--- config.mk ---
export PLATFORM = sky130hd
export DESIGN_NAME = primitive_to_triangle_list_core
export DESIGN_NICKNAME = d
export VERILOG_FILES = /design/src/rtl/core/ptl_pkg.sv /design/src/rtl/core/primitive_to_triangle_list_core.sv /design/src/rtl/core/ptl_assembler.sv /design/src/rtl/core/ptl_tri_queue.sv
export SDC_FILE = /design/constraint.sdc
export NUM_CORES = 1
export LEC_CHECK = 0
export BUFFER_PORTS_ARGS = -buffer_cell sky130_fd_sc_hd__buf_2
export CORE_MARGIN = 4
export CORE_UTILIZATION = 55
export DETAILED_ROUTE_END_ITERATION = 8
export PLACE_DENSITY = 0.73
export SLEW_MARGIN = 40
export SYNTH_ARGS = -nofsm -noshare
export SYNTH_HDL_FRONTEND = slang
export SYNTH_SLANG_ARGS = --single-unit
export TNS_END_PERCENT = 30
--- constraint.sdc ---
create_clock -name i_clk -period 23.5 [get_ports i_clk]
set_input_delay 3.525 -clock i_clk [delete_from_list [all_inputs] [get_ports i_clk]]
set_output_delay 3.525 -clock i_clk [all_outputs]
set_load 0.03 [all_outputs]
--- src/rtl/core/ptl_pkg.sv ---
// Package for the primitive-to-triangle-list core.
// Holds the payload structs, mode codes, sizing constants and corner helpers.
// No dependencies.
`default_nettype none

package ptl_pkg;

    // Significant bits of a vertex index (8..32)
    localparam int INDEX_WIDTH = 32;
    localparam int CORNER_WIDTH = 32;

    // Triangle queue sizing
    localparam int QUEUE_DEPTH = 4;
    localparam int QUEUE_PTR_W = $clog2(QUEUE_DEPTH);
    localparam int QUEUE_CNT_W = $clog2(QUEUE_DEPTH + 1);

    typedef enum logic [2:0] {
        MODE_TRIANGLES = 3'd0,
        MODE_STRIP     = 3'd1,
        MODE_FAN       = 3'd2,
        MODE_POLYGON   = 3'd3,
        MODE_QUADS     = 3'd4,
        MODE_QUAD_STRIP = 3'd5
    } t_mode;

    typedef struct packed {
        logic [31:0] vertex_index;
        logic        end_of_set;
    } t_in_item;

    typedef struct packed {
        logic [CORNER_WIDTH-1:0] corner_a;
        logic [CORNER_WIDTH-1:0] corner_b;
        logic [CORNER_WIDTH-1:0] corner_c;
        logic                    last_of_run;
    } t_tri;

    // Triangles produced by one index
    typedef struct packed {
        logic [1:0] tri_count;
        t_tri       first_tri;
        t_tri       second_tri;
    } t_asm_out;

    function automatic logic [CORNER_WIDTH-1:0] widen_index(
        input logic [INDEX_WIDTH-1:0] idx
    );
        logic [CORNER_WIDTH-1:0] w;
        w = '0;
        w[INDEX_WIDTH-1:0] = idx;
        return w;
    endfunction

    function automatic t_tri make_tri(
        input logic [INDEX_WIDTH-1:0] a,
        input logic [INDEX_WIDTH-1:0] b,
        input logic [INDEX_WIDTH-1:0] c
    );
        t_tri t;
        t.corner_a    = widen_index(a);
        t.corner_b    = widen_index(b);
        t.corner_c    = widen_index(c);
        t.last_of_run = 1'b0;
        return t;
    endfunction

endpackage

`default_nettype wire

--- src/rtl/core/primitive_to_triangle_list_core.sv ---
// Top level of the primitive-to-triangle-list core.
// Instantiates ptl_assembler and ptl_tri_queue; depends on ptl_pkg.
//
//   channel | direction | handshake                        | payload
//   --------+-----------+----------------------------------+----------------------
//   in      | sink      | i_in_valid / o_in_ready          | i_in_item (t_in_item)
//   out     | source    | o_out_valid / i_out_ready        | o_out_item (t_tri)
//   cfg     | sink      | i_cfg_we (write, no wait)        | i_cfg_data (prim_mode)
//
// One index is taken per cycle while the queue has room; an index waits in the input
// register until the assembler takes it, and its triangles are written to the queue.
// Quads and quad strips give two triangles on every fourth or second index; the
// four-entry triangle queue absorbs them and drains one triangle per cycle while the output is ready.
// Synchronous active-low reset clears the mode to triangle list and empties the queue.
// o_in_ready drops only while the queue holds more than two triangles with an
// index waiting in the input register, i.e. while the output side stalls.
`default_nettype none

module primitive_to_triangle_list_core (
    input  wire logic              i_clk,
    input  wire logic              i_rst_n,
    input  wire logic              i_in_valid,
    output logic                   o_in_ready,
    input  wire ptl_pkg::t_in_item i_in_item,
    output logic                   o_out_valid,
    input  wire logic              i_out_ready,
    output ptl_pkg::t_tri          o_out_item,
    input  wire logic              i_cfg_we,
    input  wire logic [2:0]        i_cfg_data
);
    import ptl_pkg::*;

    logic                   r_in_valid;
    t_in_item               r_in_item;
    logic                   go;
    logic [QUEUE_CNT_W-1:0] queue_count;
    t_asm_out               asm_out;

    // Advance the held index once the queue can take two more triangles
    assign go         = r_in_valid && (queue_count <= QUEUE_CNT_W'(QUEUE_DEPTH - 2));
    assign o_in_ready = !r_in_valid || go;

    always_ff @(posedge i_clk) begin
        if (!i_rst_n) begin
            r_in_valid <= 1'b0;
        end else if (i_in_valid && o_in_ready) begin
            r_in_valid <= 1'b1;
        end else if (go) begin
            r_in_valid <= 1'b0;
        end
    end

    // Hold the payload until it is consumed
    always_ff @(posedge i_clk) begin
        if (i_in_valid && o_in_ready) r_in_item <= i_in_item;
    end

    ptl_assembler u_assembler (
        .i_clk      (i_clk),
        .i_rst_n    (i_rst_n),
        .i_cfg_we   (i_cfg_we),
        .i_cfg_data (i_cfg_data),
        .i_go       (go),
        .i_item     (r_in_item),
        .o_asm      (asm_out)
    );

    ptl_tri_queue u_queue (
        .i_clk   (i_clk),
        .i_rst_n (i_rst_n),
        .i_asm   (asm_out),
        .o_count (queue_count),
        .o_valid (o_out_valid),
        .i_ready (i_out_ready),
        .o_item  (o_out_item)
    );

endmodule

`default_nettype wire

--- src/rtl/core/ptl_assembler.sv ---
// Primitive assembler: mode register, held indices and triangle generation.
// Depends on ptl_pkg.
`default_nettype none

module ptl_assembler (
    input  wire logic              i_clk,
    input  wire logic              i_rst_n,
    input  wire logic              i_cfg_we,
    input  wire logic [2:0]        i_cfg_data,
    input  wire logic              i_go,
    input  wire ptl_pkg::t_in_item i_item,
    output ptl_pkg::t_asm_out      o_asm
);
    import ptl_pkg::*;

    t_mode                  r_mode;
    logic [1:0]             r_phase, n_phase;
    logic                   r_parity, n_parity;
    logic [INDEX_WIDTH-1:0] r_pivot, n_pivot;
    logic [INDEX_WIDTH-1:0] r_held [3];
    logic [INDEX_WIDTH-1:0] n_held [3];
    logic [INDEX_WIDTH-1:0] v;

    assign v = i_item.vertex_index[INDEX_WIDTH-1:0];

    always_comb begin
        n_phase  = r_phase;
        n_parity = r_parity;
        n_pivot  = r_pivot;
        for (int i = 0; i < 3; i++) begin
            n_held[i] = r_held[i];
        end
        o_asm = '0;

        if (i_go) begin
            case (r_mode)
                MODE_TRIANGLES: begin
                    if (r_phase >= 2'd2) begin
                        o_asm.first_tri = make_tri(r_held[0], r_held[1], v);
                        o_asm.tri_count = 2'd1;
                        n_phase = 2'd0;
                    end else begin
                        for (int i = 0; i < 3; i++) begin
                            if (r_phase == 2'(i)) n_held[i] = v;
                        end
                        n_phase = r_phase + 2'd1;
                    end
                end
                MODE_STRIP: begin
                    if (r_phase >= 2'd2) begin
                        // odd triangles swap their first two corners
                        if (r_parity) begin
                            o_asm.first_tri = make_tri(r_held[1], r_held[0], v);
                        end else begin
                            o_asm.first_tri = make_tri(r_held[0], r_held[1], v);
                        end
                        o_asm.tri_count = 2'd1;
                        n_parity  = ~r_parity;
                        n_held[0] = r_held[1];
                        n_held[1] = v;
                    end else begin
                        for (int i = 0; i < 3; i++) begin
                            if (r_phase == 2'(i)) n_held[i] = v;
                        end
                        n_phase = r_phase + 2'd1;
                    end
                end
                MODE_FAN, MODE_POLYGON: begin
                    if (r_phase == 2'd0) begin
                        n_pivot = v;
                        n_phase = 2'd1;
                    end else if (r_phase == 2'd1) begin
                        n_held[0] = v;
                        n_phase   = 2'd2;
                    end else begin
                        o_asm.first_tri = make_tri(r_pivot, r_held[0], v);
                        o_asm.tri_count = 2'd1;
                        n_held[0] = v;
                    end
                end
                MODE_QUADS: begin
                    if (r_phase == 2'd3) begin
                        o_asm.first_tri  = make_tri(r_held[0], r_held[1], r_held[2]);
                        o_asm.second_tri = make_tri(r_held[0], r_held[2], v);
                        o_asm.tri_count  = 2'd2;
                        n_phase = 2'd0;
                    end else begin
                        for (int i = 0; i < 3; i++) begin
                            if (r_phase == 2'(i)) n_held[i] = v;
                        end
                        n_phase = r_phase + 2'd1;
                    end
                end
                MODE_QUAD_STRIP: begin
                    if (r_phase == 2'd3) begin
                        o_asm.first_tri  = make_tri(r_held[0], r_held[1], v);
                        o_asm.second_tri = make_tri(r_held[0], v, r_held[2]);
                        o_asm.tri_count  = 2'd2;
                        n_held[0] = r_held[2];
                        n_held[1] = v;
                        n_phase   = 2'd2;
                    end else begin
                        for (int i = 0; i < 3; i++) begin
                            if (r_phase == 2'(i)) n_held[i] = v;
                        end
                        n_phase = r_phase + 2'd1;
                    end
                end
                default: begin
                    // unknown mode: no triangles
                end
            endcase

            // flag the final triangle of this index
            if (o_asm.tri_count == 2'd1) o_asm.first_tri.last_of_run = 1'b1;
            if (o_asm.tri_count == 2'd2) o_asm.second_tri.last_of_run = 1'b1;

            if (i_item.end_of_set) begin
                n_phase  = 2'd0;
                n_parity = 1'b0;
            end
        end
    end

    always_ff @(posedge i_clk) begin
        if (!i_rst_n) begin
            r_mode   <= MODE_TRIANGLES;
            r_phase  <= 2'd0;
            r_parity <= 1'b0;
        end else if (i_cfg_we) begin
            r_mode   <= t_mode'(i_cfg_data);
            r_phase  <= 2'd0;
            r_parity <= 1'b0;
        end else begin
            r_phase  <= n_phase;
            r_parity <= n_parity;
        end
    end

    always_ff @(posedge i_clk) begin
        r_pivot <= n_pivot;
        for (int i = 0; i < 3; i++) begin
            r_held[i] <= n_held[i];
        end
    end

endmodule

`default_nettype wire

--- src/rtl/core/ptl_tri_queue.sv ---
// Triangle queue: small register FIFO taking up to two triangles per cycle.
// Depends on ptl_pkg.
`default_nettype none

module ptl_tri_queue (
    input  wire logic                       i_clk,
    input  wire logic                       i_rst_n,
    input  wire ptl_pkg::t_asm_out          i_asm,
    output logic [ptl_pkg::QUEUE_CNT_W-1:0] o_count,
    output logic                            o_valid,
    input  wire logic                       i_ready,
    output ptl_pkg::t_tri                   o_item
);
    import ptl_pkg::*;

    t_tri                   r_mem [QUEUE_DEPTH];
    logic [QUEUE_PTR_W-1:0] r_wr_ptr, n_wr_ptr;
    logic [QUEUE_PTR_W-1:0] r_rd_ptr, n_rd_ptr;
    logic [QUEUE_CNT_W-1:0] r_count, n_count;
    logic                   pop;
    logic [QUEUE_PTR_W-1:0] wr_ptr_next;

    assign o_count     = r_count;
    assign o_valid     = (r_count != '0);
    assign o_item      = r_mem[r_rd_ptr];
    assign pop         = o_valid && i_ready;
    assign wr_ptr_next = r_wr_ptr + QUEUE_PTR_W'(1);

    always_comb begin
        n_wr_ptr = r_wr_ptr + QUEUE_PTR_W'(i_asm.tri_count);
        n_rd_ptr = r_rd_ptr + QUEUE_PTR_W'(pop);
        n_count  = r_count + QUEUE_CNT_W'(i_asm.tri_count) - QUEUE_CNT_W'(pop);
    end

    always_ff @(posedge i_clk) begin
        if (!i_rst_n) begin
            r_wr_ptr <= '0;
            r_rd_ptr <= '0;
            r_count  <= '0;
        end else begin
            r_wr_ptr <= n_wr_ptr;
            r_rd_ptr <= n_rd_ptr;
            r_count  <= n_count;
        end
    end

    always_ff @(posedge i_clk) begin
        if (i_asm.tri_count != 2'd0) r_mem[r_wr_ptr] <= i_asm.first_tri;
        if (i_asm.tri_count == 2'd2) r_mem[wr_ptr_next] <= i_asm.second_tri;
    end

endmodule

`default_nettype wire

# --- Word-level counts from Yosys, hierarchy flattened ---
# Memory sizes are Yosys's and may differ from the RTL's. A register that Yosys moved wholly into a read port is not among the register bits.
# Index checks and enable logic that the tools add are counted.
# W data, S select, Z words.
op_classes:
  n_addsub: 6
  order_cmp: 2
  n_eq_ne: 13
  mux: 44
  bitwise: 2
  reduce_logical: 18
op_table:
  columns: ["op", "count"]
  rows:
  - ["$mux W196", 3]
  - ["$pmux W99 S5", 1]
  - ["$mux W98", 3]
  - ["$mux W96", 3]
  - ["$pmux W64 S4", 1]
  - ["$mux W99", 2]
  - ["$pmux W97 S2", 1]
  - ["$mux W32", 6]
  - ["$pmux W32 S5", 1]
  - ["$mux W64", 2]
  - ["$mux W97", 1]
  - ["$mux W2", 8]
  - ["$mux W1", 11]
  - ["$pmux W2 S5", 1]
  - ["$eq A2 B2 Y1 const B", 4]
  - ["$reduce_bool A2 Y1", 4]
  - ["$eq A3 B2 Y1 const B", 2]
  - ["$eq A3 B3 Y1 const B", 2]
  - ["$reduce_and A3 Y1", 2]
  - ["$reduce_bool A6 Y1", 1]
  - ["$add A2 B1 Y2 const B", 2]
  - ["$eq A2 B1 Y1 const B", 2]
  - ["$ne A4 B2 Y1 const B", 1]
  - ["$reduce_and A4 Y1", 1]
  - ["16 further kinds", 20]
word_totals:
  regBits: 79
  mem_bits_rw: 484
  wordCells: 97
  n_memories: 2
mem_list:
  columns: ["name", "words", "word_bits", "read_ports", "rd_ports_with_merged_regs", "wr", "line_no", "rtl"]
  rows:
  - ["u_queue.r_mem", 4, 97, 1, 1, 2, "ptl_tri_queue.sv:16", "t_tri r_mem [QUEUE_DEPTH];"]
  - ["u_assembler.r_held", 3, 32, 3, 0, 3, "ptl_assembler.sv:20", "logic [INDEX_WIDTH-1:0] r_held [3];"]

# --- Depth between registers and ports, before layout ---
logic_depth:
  depth_word: 11
  depth_mapped: 12

# --- Cells and area by module ---
# From an unflattened synthesis, not the netlist that was laid out.
hier_totals:
  hier_cells: 1805
  area_unflattened_um2: 28366.0
modules_own_cells:
  columns: ["mod", "instances", "cells_each", "area_per_inst_um2", "seq_area_each_um2"]
  rows:
  - ["ptl_tri_queue", 1, 982, 19013.2, 11791.3]
  - ["ptl_assembler", 1, 781, 8294.2, 3963.8]
  - ["primitive_to_triangle_list_core", 1, 42, 1058.5, 1011.0]

# --- Least setup slack after synthesis ---
# No wires, ideal clock.
synth_timing:
  kind: "register -> register"
  from: "register u_assembler.r_phase[1]"
  to: "memory u_queue.r_mem[0][0] in the netlist's numbering (enable)"
  arrival_ns: 9.010
  slack_ns: 13.795
  stages_incl_launch_ff: 9
  path_buffers: 2
  path_cell_list: "dfxtp_1 inv_1 ha_1 buf_2 or3b_1 a21oi_2 buf_4 o21ai_1 o31ai_1"
synth_lines:
  columns: ["item", "line_no", "rtl"]
  rows:
  - ["start: declaration", "ptl_assembler.sv:17", "logic [1:0] r_phase, n_phase;"]
  - ["start signal: assignment", "ptl_assembler.sv:135", "r_phase <= n_phase;"]
  - ["end: declaration", "ptl_tri_queue.sv:16", null]

==> report_table.html <==
<table>
<tr><th>Metric</th><th>Value</th></tr>
<tr><th colspan="2">Clock network</th></tr>
<tr><td>Clk_lat worst skew</td><td>0.62 ns</td></tr>
<tr><td>Cell chosen for the clock root</td><td>sky130_fd_sc_hd__clkbuf_16</td></tr>
<tr><td>CTS tree</td><td>built</td></tr>
<tr><td>Count of buffers added by post-CTS timing repair for setup</td><td>0</td></tr>
<tr><td>Post-cts repair resize count</td><td>0</td></tr>
<tr><td>Sink count of the clock tree</td><td>563</td></tr>
<tr><td>Clock transition at the register clock pins on the worst setup and hold paths after CTS</td><td>0.06 ns</td></tr>
<tr><td>Worst-case clock buffer depth</td><td>3</td></tr>
<tr><td>H-tree depth reported by CTS</td><td>2</td></tr>
<tr><td>CTS Hold Bufs</td><td>0</td></tr>
<tr><td>Clock buffers created by TritonCTS</td><td>58</td></tr>
<tr><th colspan="2">Global routing</th></tr>
<tr><td>Met2 routing resource usage after global routing</td><td>46.4%</td></tr>
<tr><td>Number of global-route vias before repair</td><td>17431</td></tr>
<tr><td>Global routing met1 resource utilization</td><td>41.3%</td></tr>
<tr><td>Global routing's busiest layer</td><td>met2</td></tr>
<tr><td>GRT overflow</td><td>0</td></tr>
<tr><td>Pin count of the biggest net entering global routing</td><td>114</td></tr>
<tr><td>Global-route total usage across every layer</td><td>29.8%</td></tr>
<tr><td>Met3 GRT Util</td><td>7.51%</td></tr>
<tr><td>First-pass GRT wire length</td><td>114 mm</td></tr>
<tr><td>Number of antenna violations at the first check in global routing</td><td>3</td></tr>
<tr><th colspan="2">Worst setup path</th></tr>
<tr><td>Peak per-stage delay on the critical path</td><td>0.88 ns</td></tr>
<tr><td>Nature of the critical path endpoint</td><td>output pin</td></tr>
<tr><td>Crit path max-delay family</td><td>flip-flops</td></tr>
<tr><td>Critical path startpoint category</td><td>flip-flop</td></tr>
<tr><td>Number of buffer and inverter instances along the worst setup path</td><td>2</td></tr>
<tr><td>Data arrival time at the worst-slack endpoint</td><td>2.82 ns</td></tr>
<tr><td>Cell breakdown of the critical path</td><td>buf_6 &gt; mux4_2 &gt; buf_2</td></tr>
<tr><td>Data required time at the worst endpoint</td><td>19.98 ns</td></tr>
<tr><td>Startpoint-to-endpoint class of the critical path</td><td>reg -&gt; out</td></tr>
<tr><td>Cell type of the slowest stage on the worst timing path</td><td>sky130_fd_sc_hd__dfxtp_4</td></tr>
<tr><td>Peak fanout along the critical path</td><td>56</td></tr>
<tr><td>Register-to-Register Path Depth</td><td>8</td></tr>
<tr><td>Crit. path cell count</td><td>3</td></tr>
<tr><th colspan="2">Synth</th></tr>
<tr><td>Number of enable-type register cells in the synthesized netlist</td><td>549</td></tr>
<tr><td>Synthesized area</td><td>26100 µm²</td></tr>
<tr><td>Net count after synthesis</td><td>1843</td></tr>
<tr><td>Number of synthesis warnings</td><td>0</td></tr>
<tr><td>Number of distinct library cell variants in the gate-level netlist after synthesis</td><td>64</td></tr>
<tr><td>Number of flip-flops and latches in the synthesized netlist</td><td>563</td></tr>
<tr><td>Most common flop cell mapped by yosys</td><td>sky130_fd_sc_hd__edfxtp_1</td></tr>
<tr><td>Sequential cell area fraction in the yosys report</td><td>64.3%</td></tr>
<tr><td>Mean Syn Cell Area</td><td>14.6 µm²</td></tr>
<tr><td>Cells after synthesis</td><td>1790</td></tr>
<tr><td>Share of synthesized flip-flops with an asynchronous set or reset</td><td>0%</td></tr>
<tr><th colspan="2">Floorplan</th></tr>
<tr><td>Initial core utilization</td><td>55.8%</td></tr>
<tr><td>Number of rows in the core area</td><td>79</td></tr>
<tr><td>Die ar.</td><td>51000 µm²</td></tr>
<tr><td>Core region area</td><td>46800 µm²</td></tr>
<tr><td>Boundary pin count</td><td>140</td></tr>
<tr><td>Die extent in y</td><td>226 µm</td></tr>
<tr><td>Floorplan die width</td><td>226 µm</td></tr>
<tr><th colspan="2">Finish</th></tr>
<tr><td>Layout area overhead</td><td>11.7%</td></tr>
<tr><td>Filler cell count</td><td>3426</td></tr>
<tr><td>Layout cell share with drive strength beyond 1</td><td>24.2%</td></tr>
<tr><td>Final standard cell area without fillers</td><td>29100 µm²</td></tr>
<tr><td>Utilization of the core after routing</td><td>62.3%</td></tr>
<tr><td>Number of nets in the layout</td><td>1941</td></tr>
<tr><th colspan="2">Power</th></tr>
<tr><td>P_leak</td><td>7.95 nW</td></tr>
<tr><td>Cell Pwr Density</td><td>79.1 nW/µm²</td></tr>
<tr><td>Worst voltage drop across the vdd grid</td><td>0.0000673 V</td></tr>
<tr><td>Power consumption</td><td>2.30 mW</td></tr>
<tr><th colspan="2">Routing</th></tr>
<tr><td>DRT Pass-1 Iters</td><td>8</td></tr>
<tr><td>DRC viols</td><td>0</td></tr>
<tr><td>Total wire length after detailed routing</td><td>77.1 mm</td></tr>
<tr><td>Vias</td><td>18056</td></tr>
<tr><td>Initial DRC count</td><td>2858</td></tr>
<tr><td>Antenna violation net count after detailed routing</td><td>0</td></tr>
<tr><td>Post-DR vias/cell</td><td>7.11</td></tr>
<tr><td>Routed wire per std cell</td><td>30.4 µm</td></tr>
<tr><th colspan="2">Worst hold path</th></tr>
<tr><td>Class of the worst hold path</td><td>reg -&gt; reg</td></tr>
<tr><td>Cell count of the worst hold path</td><td>2</td></tr>
<tr><th colspan="2">Placed design</th></tr>
<tr><td>Buffers added on ports</td><td>139</td></tr>
<tr><td>Area after DPL</td><td>27400 µm²</td></tr>
<tr><td>Gp weighted congestion</td><td>0.926</td></tr>
<tr><td>Half-perimeter wire length of the detailed placement result</td><td>47.3 mm</td></tr>
<tr><th colspan="2">STA</th></tr>
<tr><td>Finish-stage setup viols</td><td>0</td></tr>
<tr><td>Least-Margin Pin Slew</td><td>0.884 ns</td></tr>
<tr><td>Fin crit period</td><td>6.35 ns</td></tr>
<tr><td>Peak Freq</td><td>157 MHz</td></tr>
<tr><td>Period Utilization, post-route</td><td>27.0%</td></tr>
<tr><td>Final total negative setup slack</td><td>0 ns</td></tr>
<tr><td>Hold Fails Final Rpt</td><td>0</td></tr>
<tr><td>Slew Limit Headroom</td><td>41.1%</td></tr>
<tr><td>Number of max-slew violations in the final report</td><td>0</td></tr>
<tr><td>Smallest hold slack</td><td>0.565 ns</td></tr>
<tr><td>Final worst clock skew</td><td>0.0361 ns</td></tr>
<tr><td>Unrepaired setup endpoints after global routing</td><td>false</td></tr>
<tr><th colspan="2">Run status</th></tr>
<tr><td>Run status</td><td>complete, no violations</td></tr>
<tr><th colspan="2">Run</th></tr>
<tr><td>Max-cap viol count</td><td>0</td></tr>
</table>
-- worst min-delay path: stages (launching register included) --
cell and delay [ns]:
sky130_fd_sc_hd__dfxtp_1 0.35, sky130_fd_sc_hd__o21ai_0 0.10, sky130_fd_sc_hd__a21oi_1 0.06
-- metal layers --
metal  vias to the layer above  routed length, µm
met4                         2               3030
met5                         -                 13
met2                      1261              36700
li1                       7548                  -
met3                       191               9180
met1                      9054              28100
-- final cells by class --
type	count	area, µm²	share of cell area (%)
antenna	1	2.50	0.00859
clock buffer	71	1500	5.15
clock inverter	32	195	0.670
inverter	23	86.3	0.296
multi-input combinational	1039	8630	29.6
sequential	563	16800	57.6
tap	607	759	2.61
timing repair buffer	203	1190	4.09
-- cell usage in the layout, fill, tap and decap left out, types with 5 or more instances in the layout --
master and n:
sky130_fd_sc_hd__and2_1 10, sky130_fd_sc_hd__dfxtp_1 11, sky130_fd_sc_hd__o22ai_1 253, sky130_fd_sc_hd__and3_1 27, sky130_fd_sc_hd__o211ai_1 33, sky130_fd_sc_hd__buf_4 34
sky130_fd_sc_hd__nor2b_1 5, sky130_fd_sc_hd__o21ai_0 13, sky130_fd_sc_hd__clkbuf_1 13, sky130_fd_sc_hd__mux2_2 59, sky130_fd_sc_hd__mux2i_1 35, sky130_fd_sc_hd__a221oi_1 28
sky130_fd_sc_hd__a22o_1 29, sky130_fd_sc_hd__inv_1 23, sky130_fd_sc_hd__buf_6 11, sky130_fd_sc_hd__clkinv_2 8, sky130_fd_sc_hd__a22oi_1 64, sky130_fd_sc_hd__buf_2 155
sky130_fd_sc_hd__ha_1 10, sky130_fd_sc_hd__clkinv_1 21, sky130_fd_sc_hd__a21oi_1 6, sky130_fd_sc_hd__nor2_1 138, sky130_fd_sc_hd__clkbuf_16 58, sky130_fd_sc_hd__edfxtp_1 549
sky130_fd_sc_hd__nand2_1 115, sky130_fd_sc_hd__mux4_2 97, sky130_fd_sc_hd__a222oi_1 32
-- registers in the layout (all words and copies together), names as in the netlist --
name and cells:
u_assembler.r_pivot 32, u_assembler.r_held 96, u_queue.o_count 3, r_in_item 33, u_assembler.r_parity 1, u_assembler.r_mode 3, u_queue.r_wr_ptr 2, r_in_valid 1
u_assembler.r_phase 2, u_queue.r_rd_ptr 2, u_queue.r_mem 388
-- report_power, final --
group | internal [mW] | switching, mW
clock | 0.470 | 0.376
sequential | 1.13 | 0.0430
combinational | 0.110 | 0.180
total | 1.71 | 0.599
-- per-stage QoR --
step                instances  worst slack, ns
floorplan                1790            13.80
global placement         2415            17.64
detailed placement       2433            17.57
CTS                      2536            16.91
global route             2538            17.08
finish                   2539            17.15
-- path summary, 6_finish.rpt --
kind,slack (ns),startpoint,end
worst max-delay path,17.15,u_queue.r_rd_ptr[1],o_out_item[62]
worst min-delay path,0.56,u_assembler.r_parity,u_assembler.r_parity
worst max register to register,19.48,u_assembler.r_phase[1],u_queue.r_mem[2][42]
worst min register to register,0.56,u_assembler.r_parity,u_assembler.r_parity
-- cell usage after synthesis, types with 5 or more instances --
library cell                 n  area (µm²)
sky130_fd_sc_hd__edfxtp_1  549       16500
sky130_fd_sc_hd__and3_1     28         175
sky130_fd_sc_hd__nand3_1     7        35.0
sky130_fd_sc_hd__mux2i_1    35         350
sky130_fd_sc_hd__buf_2      70         350
sky130_fd_sc_hd__dfxtp_1    14         280
sky130_fd_sc_hd__mux4_2     97        2180
sky130_fd_sc_hd__o21ai_0    13        65.1
sky130_fd_sc_hd__mux2_2     59         664
sky130_fd_sc_hd__ha_1       11         138
sky130_fd_sc_hd__a22oi_1    64         480
sky130_fd_sc_hd__and2_1     11        68.8
sky130_fd_sc_hd__o21ai_1     5        25.0
sky130_fd_sc_hd__a222oi_1   32         320
sky130_fd_sc_hd__a22o_1     29         254
sky130_fd_sc_hd__inv_1      23        86.3
sky130_fd_sc_hd__buf_4      19         143
sky130_fd_sc_hd__nor2b_1     5        31.3
sky130_fd_sc_hd__nand2_1   117         439
sky130_fd_sc_hd__clkbuf_1   69         259
sky130_fd_sc_hd__a221oi_1   31         272
sky130_fd_sc_hd__nor2_1    144         541
sky130_fd_sc_hd__o22ai_1   253        1580
sky130_fd_sc_hd__a21oi_1     7        35.0
sky130_fd_sc_hd__o211ai_1   33         248
-- kinds of logic after synthesis --
kind of cell | Yosys count | synth area share (%)
AOI/OAI and AO/OA | 491 | 13.5
xor gates and xnor gates | 5 | 0.168
adders and majority gates | 12 | 0.604
buffers and inverters | 188 | 3.40
DFF | 563 | 64.3
muxes | 192 | 12.3
and+or+nand+nor | 339 | 5.79
Power figures use the tool's default switching activity.
